`config.mk`:
```
export PLATFORM = sky130hd
export DESIGN_NAME = newton_square_root_unit
export DESIGN_NICKNAME = d
export VERILOG_FILES = /design/src/hdl/nsr_pkg.sv /design/src/hdl/nsr_front.sv /design/src/hdl/nsr_div.sv /design/src/hdl/nsr_back.sv /design/src/hdl/newton_square_root_unit.sv
export SDC_FILE = /design/constraint.sdc
export NUM_CORES = 1
export LEC_CHECK = 0
export BUFFER_PORTS_ARGS = -buffer_cell sky130_fd_sc_hd__buf_2
export CAP_MARGIN = 20
export CORE_MARGIN = 10
export CORE_UTILIZATION = 30
export CTS_CLUSTER_SIZE = 8
export DETAILED_ROUTE_END_ITERATION = 12
export PLACE_DENSITY = 0.43
export SKIP_LAST_GASP = 1
export SLEW_MARGIN = 20
export SYNTH_ARGS = -nofsm -noshare
export SYNTH_HDL_FRONTEND = slang
export SYNTH_SLANG_ARGS = --single-unit
```
`constraint.sdc`:
```
create_clock -name clk -period 7.36 [get_ports clk]
set_input_delay 1.472 -clock clk [delete_from_list [all_inputs] [get_ports clk]]
set_output_delay 1.472 -clock clk [all_outputs]
set_load 0.05 [all_outputs]
```
`src/hdl/nsr_pkg.sv`:
```
// Shared constants and item class codes for the Newton square root unit.
package nsr_pkg;

  localparam int FRAC_BITS_DEF = 16;
  localparam int INT_BITS_DEF  = 31;
  localparam int QUEUE_DEPTH   = 4;
  localparam int ROOT_W        = 32;
  localparam int ITER_W        = 6;
  localparam logic [ITER_W-1:0] ITER_RESET = 6'd20;
  localparam logic [ROOT_W-1:0] ROOT_MAX   = 32'hFFFF_FFFF;

  // Class of an item in the queue
  localparam int KIND_W = 2;
  localparam logic [KIND_W-1:0] KIND_NEG  = 2'd0;
  localparam logic [KIND_W-1:0] KIND_ZERO = 2'd1;
  localparam logic [KIND_W-1:0] KIND_POS  = 2'd2;

  // Result status codes
  localparam logic STATUS_OK  = 1'b0;
  localparam logic STATUS_NEG = 1'b1;

endpackage

```
`src/hdl/nsr_front.sv`:
```
// Front end: accepts radicands, classifies them and queues them for the back end.
module nsr_front #(
  parameter int RAD_W = 48
) (
  input  logic                      clk,
  input  logic                      rst,
  input  logic                      start,
  output logic                      busy,
  input  logic [RAD_W-1:0]          radicand,
  output logic                      q_valid,
  output logic [nsr_pkg::KIND_W-1:0] q_kind,
  output logic [RAD_W-2:0]          q_value,
  input  logic                      q_pop
);
  import nsr_pkg::*;

  localparam int PTR_W = (QUEUE_DEPTH > 1) ? $clog2(QUEUE_DEPTH) : 1;
  localparam int CNT_W = $clog2(QUEUE_DEPTH + 1);

  logic [KIND_W-1:0] kind_mem [QUEUE_DEPTH];
  logic [RAD_W-2:0]  val_mem  [QUEUE_DEPTH];
  logic [PTR_W-1:0]  wr_ptr;
  logic [PTR_W-1:0]  rd_ptr;
  logic [CNT_W-1:0]  count;
  logic              push;
  logic              pop;
  logic [KIND_W-1:0] kind_in;

  assign busy    = (count == CNT_W'(QUEUE_DEPTH));
  assign push    = start && !busy;
  assign pop     = q_pop && (count != '0);
  assign q_valid = (count != '0);
  assign q_kind  = kind_mem[rd_ptr];
  assign q_value = val_mem[rd_ptr];

  // classify the incoming radicand
  always_comb begin
    if (radicand[RAD_W-1]) begin
      kind_in = KIND_NEG;
    end else if (radicand == '0) begin
      kind_in = KIND_ZERO;
    end else begin
      kind_in = KIND_POS;
    end
  end

  // queue storage
  always_ff @(posedge clk) begin
    if (push) begin
      kind_mem[wr_ptr] <= kind_in;
      val_mem[wr_ptr]  <= radicand[RAD_W-2:0];
    end
  end

  // queue pointers and fill count
  always_ff @(posedge clk) begin
    if (rst) begin
      wr_ptr <= '0;
      rd_ptr <= '0;
      count  <= '0;
    end else begin
      if (push) begin
        wr_ptr <= (wr_ptr == PTR_W'(QUEUE_DEPTH - 1)) ? '0 : wr_ptr + 1'b1;
      end
      if (pop) begin
        rd_ptr <= (rd_ptr == PTR_W'(QUEUE_DEPTH - 1)) ? '0 : rd_ptr + 1'b1;
      end
      if (push && !pop) begin
        count <= count + 1'b1;
      end else if (pop && !push) begin
        count <= count - 1'b1;
      end
    end
  end

endmodule

```
`src/hdl/nsr_div.sv`:
```
// Bit-serial restoring divider, one quotient bit per cycle.
module nsr_div #(
  parameter int NUM_W = 63
) (
  input  logic             clk,
  input  logic             rst,
  input  logic             start,
  input  logic [NUM_W-1:0] num,
  input  logic [NUM_W-1:0] den,
  output logic             done,
  output logic [NUM_W-1:0] quot
);
  import nsr_pkg::*;

  localparam int CNT_W = $clog2(NUM_W + 1);

  logic             run;
  logic [CNT_W-1:0] cnt;
  logic [NUM_W-1:0] rem;
  logic [NUM_W-1:0] den_r;
  logic [NUM_W:0]   rem_sh;
  logic             fits;

  assign rem_sh = {rem, quot[NUM_W-1]};
  assign fits   = rem_sh >= {1'b0, den_r};

  // datapath: quotient bits shift in as numerator bits shift out
  always_ff @(posedge clk) begin
    if (start) begin
      rem   <= '0;
      quot  <= num;
      den_r <= den;
    end else if (run) begin
      rem  <= fits ? NUM_W'(rem_sh - {1'b0, den_r}) : rem_sh[NUM_W-1:0];
      quot <= {quot[NUM_W-2:0], fits};
    end
  end

  // step counter
  always_ff @(posedge clk) begin
    if (rst) begin
      run  <= 1'b0;
      cnt  <= '0;
      done <= 1'b0;
    end else begin
      done <= 1'b0;
      if (start) begin
        run <= 1'b1;
        cnt <= CNT_W'(NUM_W);
      end else if (run) begin
        cnt <= cnt - 1'b1;
        if (cnt == CNT_W'(1)) begin
          run  <= 1'b0;
          done <= 1'b1;
        end
      end
    end
  end

endmodule

```
`src/hdl/nsr_back.sv`:
```
// Back end: runs the Newton steps for one queued item and drives the result.
module nsr_back #(
  parameter int RAD_W     = 48,
  parameter int FRAC_BITS = 16
) (
  input  logic                        clk,
  input  logic                        rst,
  input  logic [nsr_pkg::ITER_W-1:0]  iter_count,
  input  logic                        q_valid,
  input  logic [nsr_pkg::KIND_W-1:0]  q_kind,
  input  logic [RAD_W-2:0]            q_value,
  output logic                        q_pop,
  output logic                        done,
  output logic [nsr_pkg::ROOT_W-1:0]  root,
  output logic                        status
);
  import nsr_pkg::*;

  localparam int NUM_W = RAD_W - 1 + FRAC_BITS;
  localparam int CMP_W = NUM_W + ROOT_W;
  localparam logic ST_IDLE = 1'b0;
  localparam logic ST_DIV  = 1'b1;

  logic              state;
  logic [NUM_W-1:0]  est;
  logic [NUM_W-1:0]  num;
  logic [ITER_W-1:0] iter_left;
  logic              div_start;
  logic              div_done;
  logic [NUM_W-1:0]  quot;
  logic [NUM_W-1:0]  est_upd;
  logic [NUM_W-1:0]  est_in;
  logic [NUM_W-1:0]  sat_src;
  logic [CMP_W-1:0]  sat_ext;
  logic [ROOT_W-1:0] root_sat;

  nsr_div #(.NUM_W(NUM_W)) u_div (
    .clk   (clk),
    .rst   (rst),
    .start (div_start),
    .num   (num),
    .den   (est),
    .done  (div_done),
    .quot  (quot)
  );

  assign q_pop  = (state == ST_IDLE) && q_valid;
  assign est_in = NUM_W'(q_value);

  // one Newton step: average of estimate and quotient, no carry out
  assign est_upd = (est >> 1) + (quot >> 1) + NUM_W'(est[0] & quot[0]);

  // saturate the root to its field
  assign sat_src  = (state == ST_IDLE) ? est_in : est_upd;
  assign sat_ext  = CMP_W'(sat_src);
  assign root_sat = (sat_ext > CMP_W'(ROOT_MAX)) ? ROOT_MAX : sat_ext[ROOT_W-1:0];

  // step sequencer
  always_ff @(posedge clk) begin
    if (rst) begin
      state     <= ST_IDLE;
      div_start <= 1'b0;
      done      <= 1'b0;
      iter_left <= '0;
    end else begin
      div_start <= 1'b0;
      done      <= 1'b0;
      case (state)
        ST_IDLE: begin
          if (q_valid) begin
            case (q_kind)
              KIND_NEG: begin
                done   <= 1'b1;
                root   <= '0;
                status <= STATUS_NEG;
              end
              KIND_POS: begin
                if (iter_count == '0) begin
                  done   <= 1'b1;
                  root   <= root_sat;
                  status <= STATUS_OK;
                end else begin
                  est       <= est_in;
                  num       <= {q_value, {FRAC_BITS{1'b0}}};
                  iter_left <= iter_count;
                  div_start <= 1'b1;
                  state     <= ST_DIV;
                end
              end
              default: begin
                done   <= 1'b1;
                root   <= '0;
                status <= STATUS_OK;
              end
            endcase
          end
        end
        ST_DIV: begin
          if (div_done) begin
            if (iter_left == ITER_W'(1)) begin
              done   <= 1'b1;
              root   <= root_sat;
              status <= STATUS_OK;
              state  <= ST_IDLE;
            end else begin
              est       <= est_upd;
              iter_left <= iter_left - 1'b1;
              div_start <= 1'b1;
            end
          end
        end
        default: begin
          state <= ST_IDLE;
        end
      endcase
    end
  end

endmodule

```
`src/hdl/newton_square_root_unit.sv`:
```
// Top level of the Newton-Raphson square root unit.
// A radicand is taken on start while busy is low and placed in a four-item
// queue, so new items are taken while an earlier one is being refined. A
// negative or zero radicand, or a zero step count, yields its result when the
// idle back end pops it from the queue, via the queue entry and the registered
// done, root and status outputs. For a positive radicand each Newton step waits
// on the bit-serial divider, which produces one quotient bit per cycle. busy is
// high while the queue is full. Each result shows on root and status for
// exactly one cycle with done high; the receiver must take it then.
// iteration_count is written over the cfg channel, which is always ready;
// write it only while no item is in flight.
module newton_square_root_unit #(
  parameter int FRAC_BITS = nsr_pkg::FRAC_BITS_DEF,
  parameter int INT_BITS  = nsr_pkg::INT_BITS_DEF
) (
  input  logic                          clk,
  input  logic                          rst,
  input  logic                          start,
  output logic                          busy,
  input  logic [INT_BITS+FRAC_BITS:0]   radicand,
  input  logic                          cfg_valid,
  output logic                          cfg_ready,
  input  logic [nsr_pkg::ITER_W-1:0]    cfg_data,
  output logic                          done,
  output logic [nsr_pkg::ROOT_W-1:0]    root,
  output logic                          status
);
  import nsr_pkg::*;

  localparam int RAD_W = INT_BITS + FRAC_BITS + 1;

  logic [ITER_W-1:0] iteration_count;
  logic              q_valid;
  logic [KIND_W-1:0] q_kind;
  logic [RAD_W-2:0]  q_value;
  logic              q_pop;

  assign cfg_ready = 1'b1;

  // step count register
  always_ff @(posedge clk) begin
    if (rst) begin
      iteration_count <= ITER_RESET;
    end else if (cfg_valid && cfg_ready) begin
      iteration_count <= cfg_data;
    end
  end

  nsr_front #(.RAD_W(RAD_W)) u_front (
    .clk      (clk),
    .rst      (rst),
    .start    (start),
    .busy     (busy),
    .radicand (radicand),
    .q_valid  (q_valid),
    .q_kind   (q_kind),
    .q_value  (q_value),
    .q_pop    (q_pop)
  );

  nsr_back #(.RAD_W(RAD_W), .FRAC_BITS(FRAC_BITS)) u_back (
    .clk        (clk),
    .rst        (rst),
    .iter_count (iteration_count),
    .q_valid    (q_valid),
    .q_kind     (q_kind),
    .q_value    (q_value),
    .q_pop      (q_pop),
    .done       (done),
    .root       (root),
    .status     (status)
  );

  // a rejected radicand always reports a zero root
  a_neg_zero_root: assert property (@(posedge clk) disable iff (rst)
    done && (status == STATUS_NEG) |-> root == '0)
    else $error("negative radicand with nonzero root");

  // the back end only takes items that are queued
  a_pop_valid: assert property (@(posedge clk) disable iff (rst)
    q_pop |-> q_valid)
    else $error("pop from empty queue");

  // a negative radicand comes back flagged the cycle after it is popped
  a_neg_flag: assert property (@(posedge clk) disable iff (rst)
    q_pop && (q_kind == KIND_NEG) |=> done && (status == STATUS_NEG))
    else $error("negative item not flagged");

endmodule

```
; ---- Yosys cells after proc, flatten, opt, wreduce, memory -nomap -nowiden
; Memories as Yosys holds them, arrays and structs flattened. A register that Yosys moved wholly into a read port is not among the register bits.
; Cells that the tools add are included.
[totals]
reg_bits = 362
mem_bits_rw = 196
inputBits = 58
out_inout_bits = 36
elab_cells = 130
mem_count = 2
[classes]
addsub = 9
order_cmp = 2
eq_ne = 13
muxes = 61
bitwise = 5
n_reduce_logical = 19
[mem_list]
columns = name, words, width, read_ports, rd_ports_with_merged_regs, wr, line
row1 = u_front.val_mem, 4, 47, 1, 1, 1, nsr_front.sv:21  ; logic [RAD_W-2:0] val_mem [QUEUE_DEPTH];
row2 = u_front.kind_mem, 4, 2, 1, 1, 1, nsr_front.sv:20  ; logic [KIND_W-1:0] kind_mem [QUEUE_DEPTH];
[op_table]
columns = op, n
row1 = two-way mux 63 bit, 9
row2 = two-way mux 32 bit, 6
row3 = case mux 63 bit (2 select lines), 1
row4 = >= comparator 64 x 63 -> 1 bit, 1
row5 = case mux 32 bit (2 select lines), 1
row6 = adder 62 x 62 -> 63 bit, 1
row7 = adder 63 bit, 1
row8 = > comparator 63 x 32 -> 1 bit (second input constant), 1
row9 = subtractor 63 bit, 1
row10 = zero test 48 bit, 1
row11 = two-way mux 6 bit, 7
row12 = two-way mux 1 bit, 21
row13 = two-way mux 2 bit, 8
row14 = AND reduction 5 bit, 3
row15 = equality test 6 x 1 -> 1 bit (second input constant), 2
row16 = case mux 6 bit (2 select lines), 1
row17 = subtractor 6 x 1 -> 6 bit (second input constant), 2
row18 = inequality test 2 bit (second input constant), 5
row19 = case mux 1 bit (2 select lines), 5
row20 = equality test 2 bit (second input constant), 3
row21 = zero test 6 bit, 1
row22 = two-way mux 3 bit, 2
row23 = AND reduction 6 bit, 1
row24 = logical AND 1 bit, 5
row25 = other kinds (13), 20

; ---- Longest topological paths before layout
[depth]
ltp_word = 9
ltp_mapped = 17
ltp_nobuf = 15

; ---- Cells and area by module
; From an unflattened synthesis, not the netlist that was laid out.
[unflattened]
hier_cells = 2685
hier_area_um2 = 30357.9
[modules_own_cells]
columns = mod, n_inst, cells_each, area_per_inst_um2, seq_area_each_um2
row1 = nsr_div, 1, 1251, 11979.0, 5205.0
row2 = nsr_back, 1, 1092, 10482.6, 4474.3
row3 = nsr_front, 1, 321, 7668.6, 6065.8
row4 = newton_square_root_unit, 1, 21, 227.7, 120.1

; ---- Worst setup path before layout
; No wires, ideal clock.
[synth_timing]
path_kind = register to register
startpoint = reg (tool-made name)
endpoint = reg u_back.num[16], enable pin
setup_ns = 0.513
arrival_time_ns = 5.247
required_ns = 6.847
slack_ns = 1.601
path_stages_with_launch = 8
path_cell_list = dfxtp_1 clkbuf_1 buf_2 buf_2 mux4_2 nand2b_1 a21o_1 nor3_1
[synth_rtl]
columns = element, line
row1 = end signal: assignment, nsr_back.sv:84  ; num <= {q_value, {FRAC_BITS{1'b0}}};
row2 = end: declaration, nsr_back.sv:26  ; logic [NUM_W-1:0] num;

; ---- Worst setup path after layout
[layout_timing]
startpoint = reg u_back.est[0]
endpoint = reg u_back.root[23] in the netlist's numbering, data pin
[layout_between]
elab_chain_len = 9
elab_cells_between_ends = 11
[layout_lines]
columns = element, line
row1 = start: declaration, nsr_back.sv:25  ; logic [NUM_W-1:0] est;
row2 = start signal: assignment, nsr_back.sv:83  ; est <= est_in;
row3 = start signal: assignment, nsr_back.sv:106  ; est <= est_upd;
row4 = bitwise AND 1 bit *, nsr_back.sv:51  ; assign est_upd = (est >> 1) + (quot >> 1) + NUM_W'(est[0] & quot[0]);
row5 = adder 63 bit *, nsr_back.sv:51
row6 = two-way mux 63 bit *, nsr_back.sv:54  ; assign sat_src = (state == ST_IDLE) ? est_in : est_upd;
row7 = net u_back.sat_src[54], nsr_back.sv:33  ; logic [NUM_W-1:0] sat_src;
row8 = > comparator 63 x 32 -> 1 bit *, nsr_back.sv:56  ; assign root_sat = (sat_ext > CMP_W'(ROOT_MAX)) ? ROOT_MAX : sat_ext[ROOT_W-1:0];
row9 = two-way mux 32 bit *, nsr_back.sv:56
row10 = two-way mux 32 bit, nsr_back.sv:78  ; if (iter_count == '0) begin
row11 = two-way mux 32 bit, nsr_back.sv:71  ; case (q_kind)
row12 = two-way mux 32 bit, nsr_back.sv:70  ; if (q_valid) begin
row13 = case mux 32 bit (2 select lines) *, nsr_back.sv:68  ; case (state)
row14 = end signal: assignment, nsr_back.sv:80  ; root <= root_sat;
row15 = end signal: assignment, nsr_back.sv:102  ; root <= root_sat;
row16 = end: declaration, nsr_back.sv:14  ; output logic [nsr_pkg::ROOT_W-1:0] root,
; The timed path passes the listed nets; every way through them passes the cells marked *. The select of a mux whose other input is x is not followed.
; A chain may end at the register's enable or synchronous reset.

==> run summary <==
Worst Skew: 16.8 ps
CTS tree: done
Total Wirelength: 82800 um
Worst path slowest cell: nor2_2
worst-margin pin slew: 1050 ps
Inserted Clock Buffers: 81
crit-path leading delay family: compound AO/OA/AOI/OAI gates
Final GP Congestion: 0.884
via count: 19600
GRT Util Overall: 14.9%
die area: 109000 um2
initial antenna violation count: 3
top_reg_cell synth: edfxtp_1
CP Cell Sequence: and2_1 > fa_1 > fa_1 > a211oi_1 > o21ai_1 > nor3b_1 > o21a_1 > o2111ai_1 > a31oi_1 > o211ai_2 > o21a_1 > mux2i_1 > o32a_1 > nor2_2 > a41oi_1
Slew headroom: 29.7%
Wirelength per Cell: 21.6 um
router iterations before antenna repair: 5
outcome: completed
#FFs+latches synth: 560
post-CTS setup buffers: 0
unrepaired setup endpoints after global routing: no
initial core utilization: 30.3%
crit path DAT: 6020 ps
fill count: 9415
FP Rows: 113
final hold violations: 0
f_max: 176 MHz
top-area cell type share of the netlist area: 48.5%
PwrDens: 474 nW/um2
vias per cell: 5.10
asr flop ratio synth: 0%
Core Area: 95200 um2
cell with the most instances after synthesis: edfxtp_1
worst-path fanout max: 19
CTS Hold Buffers Added: 0
Iter 0 DRT Violations: 1392
Tmin final: 5690 ps
Die Wd: 330 um
Slew Viols, Final: 0
drc violations: 0
Worst Hold Class: reg2reg
cts repair resizes: 0
Post-synth top cells: edfxtp_1 (465), nand2_1 (220), a21oi_1 (177)
cells after synthesis: 2449
pre-CTS setup slack: 1730 ps
CP max stage delay: 910 ps
Ports: 94
nets@finish: 2726
syn_nets: 2645
WP data required: 7690 ps
Finish-stage setup viols: 0
area grow syn2layout: 14.3%
clk_lat worst skew: 640 ps
synthesized area per cell: 11.8 um2
max_cap viols: 0
DRT antenna net count: 0
critical path class: reg2reg
top post-synthesis cells by area: edfxtp_1 (48%), dfxtp_1 (6.6%), ha_1 (5.8%), mux4_2 (3.8%), a21oi_1 (3.1%)
critical path endpoint category: flip-flop
Clock Sinks: 560
synth warn: 0
Post-synth EDFFs: 465
# H-tree levels: 3
cell taking the most area after synthesis: edfxtp_1
hpwl dp: 60300 um
sequential fraction of the synthesis area: 55.1%
maximum vdd drop: 0.176 mV
Port Buffers: 92
worst setup margin: 1670 ps
clk buf depth: 3
Leakage: 0.0120 uW
CP Launch Type: flip-flop
root buffer cell: clkbuf_16
vias in the first global route: 20000
largest net degree at the start of global routing: 65
cell area after synthesis: 28800 um2
gr ovfl total: 0
share of post-route cells with drive strength above 1: 13.9%
CTS clk-pin slew, worst paths: 50 ps
Buffers & Inverters on Critical Path: 0
setup TNS: 0 ps
die height: 330 um
first-pass GRT wire length: 124000 um
count of distinct cell types in the synthesized netlist: 83
Tcrit/Tclk final: 77.3%
==> state kept, by name, summed over array words and instances (netlist names), 2 cells and up, named ones only <==
register            flops
u_front.val_mem       188
u_back.est             63
u_back.u_div.den_r     63
u_back.u_div.quot      63
u_back.u_div.rem       63
u_back.num             47
u_back.root            32
u_front.kind_mem        8
iteration_count         6
u_back.iter_left        6
u_back.u_div.cnt        6
u_front.count           3
u_front.rd_ptr          2
u_front.wr_ptr          2
==> through the flow <==
step                      cells  power (uW)  hold WS (ps)  util (%)  area, um2
after floorplan            2449       10000           418         -      28800
after global placement     3712       12200           434      32.1      30600
after detailed placement   3712       12200           439      32.1      30600
after CTS                  3836       15700           449      34.6      32900
after global routing       3837       16600           467      34.6      32900
final                      3837       15600           450      34.6      32900
==> report_power, final <==
part	internal (uW)	switching (uW)	leakage, uW	total [uW]
sequential	4500	551	0.00505	5050
clock	2080	1390	0.00113	3470
combinational	2570	4500	0.00587	7070
==> cell families (layout without fill, tap and decap cells) <==
kind of cell / Yosys count / after routing / synth area share [%]
XOR/XNOR: 109 / 109 / 3.31
adder cells (fa/ha/maj): 138 / 138 / 6.10
flip-flops: 560 / 560 / 55.1
buffers and inverters: 222 / 344 / 3.05
other: 1 / 2 / 0.0130
AO/OA/AOI/OAI: 607 / 607 / 13.6
multiplexers: 171 / 171 / 8.33
AND/OR/NAND/NOR: 641 / 641 / 10.5
==> routing by layer <==
layer  vias to the layer above  track usage (%)  wire length (um)
met1                      9670             20.5             39100
met4                         0             4.05              1740
met3                       106             2.45              3830
met5                         -                0                 0
li1                       9378                -                 -
met2                       404             23.9             38100
==> path summary, 6_finish.rpt <==
path | start | end | slack [ps] | cells past startpoint
max reg2reg | u_back.est[0]$_DFFE_PP_ | u_back.root[23]$_DFFE_PP_ | 1670 | 15
min | u_back.est[3]$_DFFE_PP_ | u_back.u_div.den_r[3]$_DFFE_PP_ | 450 | 0
min reg2reg | u_back.est[3]$_DFFE_PP_ | u_back.u_div.den_r[3]$_DFFE_PP_ | 450 | 0
max | u_back.est[0]$_DFFE_PP_ | u_back.root[23]$_DFFE_PP_ | 1670 | 15
==> final cells by class <==
cell class	instances	area [um2]	area share (%)
diodes	1	2.50	0.00760
clock buffers	114	2180	6.63
clock inverters	10	170	0.517
inverters	108	405	1.23
multi-input cells	1667	12100	36.7
flip-flops and latches	560	15900	48.2
well taps	1265	1580	4.81
repair buffers	112	611	1.85
==> layout by cell type, fill, tap and decap left out, types with 71 or more instances in the layout <==
master	Yosys	routed
edfxtp_1	465	465
nand2_1	220	220
a21oi_1	177	177
nor2_1	165	163
o21ai_0	134	134
ha_1	134	134
inv_1	107	105
buf_2	10	92
dfxtp_1	95	90
clkbuf_16	0	82
a21o_1	71	71
(Power assumes the default switching activity.)
